`src/hw/rtl/camera_blob_stream_parser_top_defines.svh`:
```
`ifndef CAMERA_BLOB_STREAM_PARSER_TOP_DEFINES_SVH
`define CAMERA_BLOB_STREAM_PARSER_TOP_DEFINES_SVH

// Invariant checked at every clock edge outside reset.
`define CBSP_ASSERT_ALWAYS(lbl, expr, msg) \
    lbl: assert property (@(posedge aclk) disable iff (!aresetn) (expr)) else $error(msg);

// Condition in one cycle implies a consequence in the next.
`define CBSP_ASSERT_NEXT(lbl, ante, cons, msg) \
    lbl: assert property (@(posedge aclk) disable iff (!aresetn) (ante) |=> (cons)) else $error(msg);

`endif

```
`src/hw/rtl/cbsp_pkg.sv`:
```
`timescale 1ns / 1ps

package cbsp_pkg;

    localparam int MAX_BLOBS = 10;
    localparam int CNT_W     = $clog2(MAX_BLOBS + 1);
    localparam int ADDR_W    = $clog2(2 * MAX_BLOBS);
    localparam int IDX_W     = 4;

    localparam int WIN_SIZE  = 16;
    localparam int WIN_LEN_W = 5;
    localparam int BLOCK_LEN = 14;
    localparam int FRAME_LEN = 16;

    localparam logic [7:0] SYNC_A = 8'h55;
    localparam logic [7:0] SYNC_B = 8'hAA;

    localparam logic CMD_PUSH = 1'b0;
    localparam logic CMD_READ = 1'b1;

    typedef enum logic [2:0] {
        ST_INCOMPLETE = 3'd0,
        ST_INVALID    = 3'd1,
        ST_FRAME      = 3'd2,
        ST_BLOCK      = 3'd3,
        ST_READ       = 3'd4
    } status_t;

    typedef struct packed {
        status_t     status;
        logic [63:0] blob;   // h, w, y, x from the top down
    } push_info_t;

    typedef struct packed {
        logic             found;
        logic [CNT_W-1:0] count;
    } bank_resp_t;

endpackage

```
`src/hw/rtl/cbsp_window.sv`:
```
`timescale 1ns / 1ps

`include "camera_blob_stream_parser_top_defines.svh"

module cbsp_window
    import cbsp_pkg::*;
(
    input  logic       aclk,
    input  logic       aresetn,
    input  logic       push,
    input  logic [7:0] data_byte,
    output push_info_t push_info
);

    logic [7:0]           win_reg [WIN_SIZE];
    logic [7:0]           win_next[WIN_SIZE];
    logic [WIN_LEN_W-1:0] len_reg;
    logic [WIN_LEN_W-1:0] len_next;

    logic [7:0]           base[WIN_SIZE];
    logic [7:0]           app [WIN_SIZE];
    logic [3:0]           len_eff;
    logic [WIN_LEN_W-1:0] len_new;
    logic [15:0]          wd[WIN_SIZE/2];
    logic [15:0]          sum_block;
    logic [15:0]          sum_frame;
    status_t              status;

    always_comb begin
        // window already full: drop the oldest byte first
        if (len_reg >= WIN_LEN_W'(WIN_SIZE)) begin
            for (int i = 0; i < WIN_SIZE; i++) begin
                base[i] = (i < WIN_SIZE - 1) ? win_reg[(i + 1) % WIN_SIZE] : 8'h00;
            end
            len_eff = 4'(WIN_SIZE - 1);
        end else begin
            for (int i = 0; i < WIN_SIZE; i++) begin
                base[i] = win_reg[i];
            end
            len_eff = len_reg[3:0];
        end
        for (int i = 0; i < WIN_SIZE; i++) begin
            app[i] = (len_eff == 4'(i)) ? data_byte : base[i];
        end
        len_new = {1'b0, len_eff} + WIN_LEN_W'(1);
        for (int k = 0; k < WIN_SIZE / 2; k++) begin
            wd[k] = {app[2*k+1], app[2*k]};
        end
        sum_block = wd[2] + wd[3] + wd[4] + wd[5] + wd[6];
        sum_frame = wd[3] + wd[4] + wd[5] + wd[6] + wd[7];
    end

    always_comb begin
        priority if (app[0] != SYNC_A) begin
            status = ST_INVALID;
        end else if (len_new >= WIN_LEN_W'(2) && app[1] != SYNC_B) begin
            status = ST_INVALID;
        end else if (len_new < WIN_LEN_W'(BLOCK_LEN)) begin
            status = ST_INCOMPLETE;
        end else if (app[2] == SYNC_A && app[3] == SYNC_B) begin
            if (len_new < WIN_LEN_W'(FRAME_LEN)) begin
                status = ST_INCOMPLETE;
            end else begin
                status = (wd[2] == sum_frame) ? ST_FRAME : ST_INVALID;
            end
        end else begin
            status = (wd[1] == sum_block) ? ST_BLOCK : ST_INVALID;
        end
    end

    always_comb begin
        push_info.status = status;
        if (status == ST_FRAME) begin
            push_info.blob = {wd[7], wd[6], wd[5], wd[4]};
        end else begin
            push_info.blob = {wd[6], wd[5], wd[4], wd[3]};
        end
    end

    always_comb begin
        unique case (status)
            ST_FRAME, ST_BLOCK: begin
                for (int i = 0; i < WIN_SIZE; i++) begin
                    win_next[i] = app[i];
                end
                len_next = '0;
            end
            ST_INVALID: begin
                for (int i = 0; i < WIN_SIZE; i++) begin
                    win_next[i] = (i < WIN_SIZE - 1) ? app[(i + 1) % WIN_SIZE] : 8'h00;
                end
                len_next = len_new - WIN_LEN_W'(1);
            end
            default: begin
                for (int i = 0; i < WIN_SIZE; i++) begin
                    win_next[i] = app[i];
                end
                len_next = len_new;
            end
        endcase
    end

    always_ff @(posedge aclk) begin
        if (!aresetn) begin
            len_reg <= '0;
            for (int i = 0; i < WIN_SIZE; i++) begin
                win_reg[i] <= 8'h00;
            end
        end else if (push) begin
            len_reg <= len_next;
            for (int i = 0; i < WIN_SIZE; i++) begin
                win_reg[i] <= win_next[i];
            end
        end
    end

    `CBSP_ASSERT_ALWAYS(a_len_below_full, len_reg < WIN_LEN_W'(WIN_SIZE), "window length reached 16")
    `CBSP_ASSERT_NEXT(a_block_clears_len, push && (status == ST_FRAME || status == ST_BLOCK), len_reg == '0, "length not cleared after block")

endmodule

```
`src/hw/rtl/cbsp_bank.sv`:
```
`timescale 1ns / 1ps

`include "camera_blob_stream_parser_top_defines.svh"

module cbsp_bank
    import cbsp_pkg::*;
(
    input  logic             aclk,
    input  logic             aresetn,
    input  logic             push,
    input  push_info_t       push_info,
    input  logic             rd_en,
    input  logic [IDX_W-1:0] rd_index,
    output bank_resp_t       resp,
    output logic [63:0]      rd_data
);

    logic [63:0]      mem[2 * MAX_BLOBS];
    logic [63:0]      rd_data_reg;

    logic [CNT_W-1:0] counts_reg [2];
    logic [CNT_W-1:0] counts_next[2];
    logic             write_bank_reg;
    logic             write_bank_next;

    logic [CNT_W-1:0] cnt_w;
    logic [CNT_W-1:0] cnt_w_after;
    logic             closes;
    logic             swap;
    logic             store;
    logic [ADDR_W-1:0] wr_addr;
    logic [ADDR_W-1:0] rd_addr;
    logic             found;

    always_comb begin
        cnt_w  = counts_reg[write_bank_reg];
        closes = (push_info.status == ST_FRAME) || (push_info.status == ST_INVALID);
        swap   = push && closes && (cnt_w != '0);
        write_bank_next = write_bank_reg ^ swap;
        cnt_w_after = swap ? '0 : cnt_w;
        store = push && ((push_info.status == ST_FRAME) || (push_info.status == ST_BLOCK))
                && (cnt_w_after < CNT_W'(MAX_BLOBS));
        wr_addr = ADDR_W'(cnt_w_after) + (write_bank_next ? ADDR_W'(MAX_BLOBS) : '0);

        // the bank that is not written keeps its count, also across a swap
        for (int b = 0; b < 2; b++) begin
            counts_next[b] = (1'(b) == write_bank_next) ? cnt_w_after + CNT_W'(store)
                                                         : counts_reg[b];
        end

        found = ({1'b0, rd_index} < (IDX_W+1)'(counts_reg[!write_bank_reg]))
                && ({1'b0, rd_index} < (IDX_W+1)'(MAX_BLOBS));
        rd_addr = ADDR_W'(rd_index) + (write_bank_reg ? '0 : ADDR_W'(MAX_BLOBS));

        resp.found = rd_en && found;
        resp.count = counts_next[!write_bank_next];
    end

    always_ff @(posedge aclk) begin
        if (!aresetn) begin
            write_bank_reg <= 1'b0;
            counts_reg[0]  <= '0;
            counts_reg[1]  <= '0;
        end else if (push) begin
            write_bank_reg <= write_bank_next;
            counts_reg[0]  <= counts_next[0];
            counts_reg[1]  <= counts_next[1];
        end
    end

    always_ff @(posedge aclk) begin
        if (store) begin
            mem[wr_addr] <= push_info.blob;
        end
    end

    always_ff @(posedge aclk) begin
        if (rd_en && found) begin
            rd_data_reg <= mem[rd_addr];
        end
    end

    assign rd_data = rd_data_reg;

    `CBSP_ASSERT_ALWAYS(a_counts_bounded, counts_reg[0] <= CNT_W'(MAX_BLOBS) && counts_reg[1] <= CNT_W'(MAX_BLOBS), "bank count above capacity")
    `CBSP_ASSERT_NEXT(a_swap_fresh_bank, swap, counts_reg[write_bank_reg] <= CNT_W'(1), "new write bank not emptied")
    `CBSP_ASSERT_ALWAYS(a_push_read_excl, !(push && rd_en), "push and read in one cycle")

endmodule

```
`src/hw/rtl/camera_blob_stream_parser_top.sv`:
```
// A result word is registered: it is valid on m_tvalid in the cycle after its input word is accepted.
// Throughput: one input word per cycle; the single output register is refilled in the
// cycle it drains, so s_tready only drops while a result waits with m_tready low.
// Reset (aresetn low, synchronous): clears the byte window, bank counts, bank select
// and output valid; blob storage is not cleared and is only read where written.
`timescale 1ns / 1ps

`include "camera_blob_stream_parser_top_defines.svh"

module camera_blob_stream_parser_top
    import cbsp_pkg::*;
(
    input  logic        aclk,
    input  logic        aresetn,
    input  logic        s_tvalid,
    output logic        s_tready,
    input  logic [15:0] s_tdata,   // data_byte[7:0], blob_index[11:8], zero pad
    input  logic        s_tuser,   // cmd
    output logic        m_tvalid,
    input  logic        m_tready,
    output logic [71:0] m_tdata,   // blob_found[0], blob_x[16:1], blob_y[32:17],
                                   // blob_width[48:33], blob_height[64:49],
                                   // completed_count[68:65], zero pad
    output logic [2:0]  m_tuser    // status
);

    logic        accept;
    logic        push;
    logic        rd_en;
    push_info_t  push_info;
    bank_resp_t  resp;
    logic [63:0] rd_data;
    logic [63:0] blob_out;

    logic        m_valid_reg;
    status_t     status_reg;
    status_t     status_next;
    logic        found_reg;
    logic [3:0]  count_reg;

    assign s_tready = !m_valid_reg || m_tready;
    assign accept   = s_tvalid && s_tready;
    assign push     = accept && (s_tuser == CMD_PUSH);
    assign rd_en    = accept && (s_tuser == CMD_READ);

    cbsp_window u_window (
        .aclk      (aclk),
        .aresetn   (aresetn),
        .push      (push),
        .data_byte (s_tdata[7:0]),
        .push_info (push_info)
    );

    cbsp_bank u_bank (
        .aclk      (aclk),
        .aresetn   (aresetn),
        .push      (push),
        .push_info (push_info),
        .rd_en     (rd_en),
        .rd_index  (s_tdata[11:8]),
        .resp      (resp),
        .rd_data   (rd_data)
    );

    assign status_next = (s_tuser == CMD_READ) ? ST_READ : push_info.status;

    always_ff @(posedge aclk) begin
        if (!aresetn) begin
            m_valid_reg <= 1'b0;
        end else if (s_tready) begin
            m_valid_reg <= s_tvalid;
        end
    end

    always_ff @(posedge aclk) begin
        if (accept) begin
            status_reg <= status_next;
            found_reg  <= resp.found;
            count_reg  <= 4'(resp.count);
        end
    end

    assign blob_out = found_reg ? rd_data : 64'd0;

    assign m_tvalid = m_valid_reg;
    assign m_tuser  = status_reg;
    assign m_tdata  = {3'b000, count_reg, blob_out, found_reg};

    `CBSP_ASSERT_ALWAYS(a_found_only_on_read, !(m_valid_reg && found_reg) || status_reg == ST_READ, "blob found on a push result")

endmodule

```
`config.mk`:
```
export PLATFORM = sky130hd
export DESIGN_NAME = camera_blob_stream_parser_top
export DESIGN_NICKNAME = d
export VERILOG_FILES = /design/src/hw/rtl/cbsp_pkg.sv /design/src/hw/rtl/cbsp_window.sv /design/src/hw/rtl/cbsp_bank.sv /design/src/hw/rtl/camera_blob_stream_parser_top.sv
export VERILOG_INCLUDE_DIRS = /design/src /design/src/hw/rtl
export SDC_FILE = /design/constraint.sdc
export NUM_CORES = 2
export LEC_CHECK = 0
export BUFFER_PORTS_ARGS = -buffer_cell sky130_fd_sc_hd__buf_2
export CAP_MARGIN = 0
export CORE_MARGIN = 8
export CORE_UTILIZATION = 55
export DETAILED_ROUTE_END_ITERATION = 6
export PLACE_DENSITY_LB_ADDON = 0.2
export REMOVE_ABC_BUFFERS = 1
export SLEW_MARGIN = 0
export SYNTH_ARGS = -nofsm -noshare
export SYNTH_HDL_FRONTEND = slang
export SYNTH_SLANG_ARGS = --single-unit
```
`constraint.sdc`:
```
create_clock -name aclk -period 14.86 [get_ports aclk]
set_input_delay 0.743 -clock aclk [delete_from_list [all_inputs] [get_ports aclk]]
set_output_delay 0.743 -clock aclk [all_outputs]
set_load 0.02 [all_outputs]
```
; Word level (Yosys, flattened, before mapping)
; Memories as Yosys holds them, arrays and structs flattened. A register that Yosys moved wholly into a read port is not among the register bits.
; Cells that the tools add are included.
[totals]
reg_bits = 15
ramBits = 1416
word_cells = 158
memories = 3
[classes]
n_addsub = 13
n_lt_le_gt_ge = 8
eq_ne = 24
muxes = 63
bitwise = 21
reduce_logical = 20
[memory_table]
columns = memory, words, word_bits, rd, rd_ports_with_merged_regs, wr, line
row1 = u_bank.mem, 20, 64, 1, 1, 1, cbsp_bank.sv:18  ; logic [63:0] mem[2 * MAX_BLOBS];
row2 = u_window.win_reg, 16, 8, 16, 0, 16, cbsp_window.sv:15  ; logic [7:0] win_reg [WIN_SIZE];
row3 = u_bank.counts_reg, 2, 4, 4, 1, 2, cbsp_bank.sv:21  ; logic [CNT_W-1:0] counts_reg [2];
[ops]
columns = op, n
row1 = $mux W128, 2
row2 = $mux W8, 32
row3 = $add A16 B16 Y16, 8
row4 = $mux W64, 2
row5 = $mux W4, 11
row6 = $eq A16 B16 Y1, 2
row7 = $eq A4 B4 Y1 const B, 8
row8 = $or A1 B1 Y1, 18
row9 = $eq A4 B3 Y1 const B, 4
row10 = $mux W3, 5
row11 = $logic_and A1 B1 Y1, 11
row12 = $add A4 B5 Y5, 2
row13 = $pmux W5 S2, 1
row14 = $eq A4 B2 Y1 const B, 2
row15 = $eq A8 B7 Y1 const B, 1
row16 = $eq A8 B8 Y1 const B, 1
row17 = $lt A4 B4 Y1 const B, 2
row18 = $mux W1, 8
row19 = $ne A8 B7 Y1 const B, 1
row20 = $ne A8 B8 Y1 const B, 1
row21 = $eq A3 B2 Y1 const B, 2
row22 = $add A4 B1 Y5 const B, 1
row23 = $ge A5 B2 Y1 const B, 1
row24 = $ge A5 B5 Y1 const B, 1
row25 = other kinds (17), 22

; Longest topological paths before layout
[logic_depth]
word_depth = 27
ltp_mapped = 46
ltp_nobuf = 37

; Hierarchy
; Synthesis repeated with hierarchy kept, for this count alone.
[unflattened]
cells_unflattened = 3978
hier_area_um2 = 66765.3
[by_module_without_submodules]
columns = mod, n_inst, cells_per_inst, area_per_inst_um2, seq_area_each_um2
row1 = cbsp_bank, 1, 2198, 51612.0, 40639.0
row2 = cbsp_window, 1, 1687, 14292.5, 3943.8
row3 = camera_blob_stream_parser_top, 1, 93, 860.8, 260.2

; Least setup slack after synthesis
; Ideal clock, no wire load.
[synth_timing]
kind = register to register
from = reg u_window.len_reg[4]
to = mem u_bank.mem[16][0], enable pin
setup_ns = 0.486
arrival_time_ns = 11.965
t_required_ns = 14.374
path_slack_ns = 2.408
path_stages_with_launch = 39
n_path_buf = 10
period_less_slack_ns = 12.452
cell_sequence = dfxtp_1 buf_6 buf_6 buf_4 buf_4 buf_2 buf_2 clkbuf_1 or2_2 ha_1 clkbuf_1 and2_1 clkbuf_1 clkbuf_1 a21oi_1 fa_1 inv_1 fa_1 [... 3 more ...] o41ai_1 a31oi_1 xnor2_1 a2111oi_2 nand4_1 a221oi_2 inv_1 ha_1 nor2_1 nand2_1 xnor2_1 inv_1 ha_1 ha_1 xor2_1 xnor2_1 or3_1 nor2_1
[synth_lines]
columns = element, line
row1 = from (decl), cbsp_window.sv:17  ; logic [WIN_LEN_W-1:0] len_reg;
row2 = from (signal assigned), cbsp_window.sv:110  ; len_reg <= len_next;
row3 = to (decl), cbsp_bank.sv:18

==> results.md <==
- Outcome: finished clean
- Chip height: 362 um
- Critical-path top delay cell: dfxtp_4
- Peak supply drop: 0.145 mV
- Leak: 24.6 nW
- Total CTS buffers: 152
- Clock Skew: 0.0320 ns
- Global route total overflow: 0
- CTS Root Cell: clkbuf_16
- Mean Syn Cell Area: 18.1 um^2
- Data arrival, critical path: 12.33 ns
- Clock slew at reported path FFs: 0.06 ns
- Delay-heaviest family, CP: adder cells
- # setup viols final: 0
- Synth top area cells: edfxtp_1 (68%), mux4_2 (13%), mux2i_1 (3.0%), fa_1 (2.7%), mux2_2 (1.9%)
- Crit end category: flip-flop
- Initial DRC Count: 3463
- Pins Over Slew Limit: 0
- Total power draw: 10.6 mW
- Synth Cell Area: 0.0658 mm^2
- Io pins: 98
- Relative slew margins: 8.83%
- Min-delay worst type: in2reg
- CTS hold repair buffers: 0
- Power Density: 143 mW/mm^2
- DR vias: 33900
- DRT Pass-1 Iters: 7
- Final Cycle Share: 80.4%
- Fin cells: 5533
- Finished Cell Area: 0.0737 mm^2
- First-pass GRT wire length: 229 mm
- Core Region: 0.119 mm^2
- Post-route setup TNS: 0 ns
- Seq/Total Area, Yosys: 68.1%
- DRC violations left: 0
- YS warnings: 0
- Critical path type: reg2reg
- Initial antenna violation count: 7
- FMAX: 83.7 MHz
- IO buf count: 90
- Max reg flops: 1280
- Largest net degree at the start of global routing: 101
- Final Net Count: 3953
- Die area: 0.131 mm^2
- Hold slack: 0.252 ns
- Gr usage total: 23.6%
- Nature of the critical path startpoint: flip-flop
- Worst-margin pin slew: 1.36 ns
- Synth Register Bits: 1496
- Most common cell after layout, fill and taps aside: edfxtp_1
- CTS tree: done
- Worst path bufs/invs: 7
- Site Rows: 127
- Max H-tree Level: 4
- Fin crit period: 11.94 ns
- Final wirelength: 155 mm
- CP max stage delay: 0.89 ns
- Area leader, netlist: edfxtp_1
- Post-CTS sizing: 0
- Count of cell types in the netlist: 73
- Post-DP Area: 0.0687 mm^2
- Clock sinks: 1496
- Most frequent cells in the layout: edfxtp_1 (1488), mux4_2 (384), nor2_1 (214), mux2i_1 (196), clkbuf_16 (156)
- CTS max path bufs: 3
- Post-synth top area share: 67.9%
- Post-DP HPWL: 84.8 mm
- Post-DR wirelength/cell: 28.0 um
- Die width: 362 um
- Cells after synthesis: 3633
- Share of post-route cells with drive strength above 1: 25.0%
- ANT nets after route: 0
- Area grow syn2layout: 11.9%
- Fraction of registers with async set/reset: 0%
- CP max FO: 60
- CP required: 15.24 ns
- Vias in the first global route: 34700
- Max Cap Violations: 0
- Setup Fix Bufs, Post-CTS: 0
- Top FF cell, synth: edfxtp_1
- Starting density of the core: 55.2%
- Clk Latency, worst-skew pair: 0.77 ns
- Final Hold Viols: 0
- RSZ-0062 raised after global routing: no
- Vias per cell: 6.13
- Post-synth EDFFs: 1488
- Routability cong.: 0.894
- DP Cell Count: 5250
-- worst min-delay path, stage by stage --
cell      delay, ns
buf_2          0.10
inv_1          0.04
a21boi_0       0.06
-- report_power, final --
group / switching (mW) / leakage (nW) / internal (mW)
clock network: 1.59 / 2.38 / 2.18
logic: 1.11 / 8.43 / 0.883
registers: 0.0279 / 13.8 / 4.77
-- metal layers --
layer | track usage (%) | up-vias | wire, um
li1 | - | 14600 | -
met1 | 34.6 | 17800 | 65800
met2 | 37.9 | 1295 | 74900
met3 | 3.36 | 204 | 11000
met4 | 5.84 | 2 | 3000
met5 | 0 | - | 10
-- area by class of cell --
| class | count | area [um^2] |
|---|---|---|
| Tap cell | 1612 | 2020 |
| Clock buffer | 195 | 4080 |
| Timing Repair Buffer | 217 | 1440 |
| Inverter | 127 | 477 |
| Sequential cell | 1496 | 44800 |
| Clock inverter | 83 | 858 |
| Multi-Input combinational cell | 1798 | 19900 |
| Antenna cell | 5 | 12.5 |
| Fill cell | 8438 | 45700 |
-- final timing paths --
kind,end,slack (ns),start,depth (start not counted)
hold reg to reg,m_tvalid$_SDFFE_PN0N_,0.53,m_tvalid$_SDFFE_PN0N_,2
hold / removal,m_tvalid$_SDFFE_PN0N_,0.25,s_tvalid,3
setup / recovery,u_bank.mem[3][34]$_DFFE_PP_,2.92,u_window.len_reg[4]$_SDFFE_PN0P_,34
setup reg to reg,u_bank.mem[3][34]$_DFFE_PP_,2.92,u_window.len_reg[4]$_SDFFE_PN0P_,34
-- stage by stage --
stage / utilization [%] / setup slack (ns)
floorplan: - / -1.81
global placement: 57.6 / 3.10
detailed placement: 57.6 / 3.04
CTS: 61.7 / 2.98
global route: 61.7 / 2.28
finish: 61.7 / 2.92
-- cell usage after synthesis, drive strengths merged (87+ instances only) --
library cell	instances
mux4	384
a21oi	119
clkbuf	153
mux2	111
o21ai	87
inv	127
mux2i	203
and2	107
nand2	134
fa	88
nor2	234
edfxtp	1488
-- kinds of logic (layout without fill, tap and decap cells) --
kind of cell | count (synthesis) | after routing | synth area share (%)
muxes | 698 | 698 | 18.1
DFF | 1496 | 1496 | 68.1
adders and majority gates | 140 | 140 | 3.66
other | 1 | 8 | 0.00570
AOI/OAI and AO/OA | 301 | 301 | 2.71
buffers and inverters | 341 | 622 | 2.10
xor gates and xnor gates | 76 | 76 | 1.03
and+or+nand+nor | 580 | 580 | 4.24
Power figures use the tool's default switching activity.
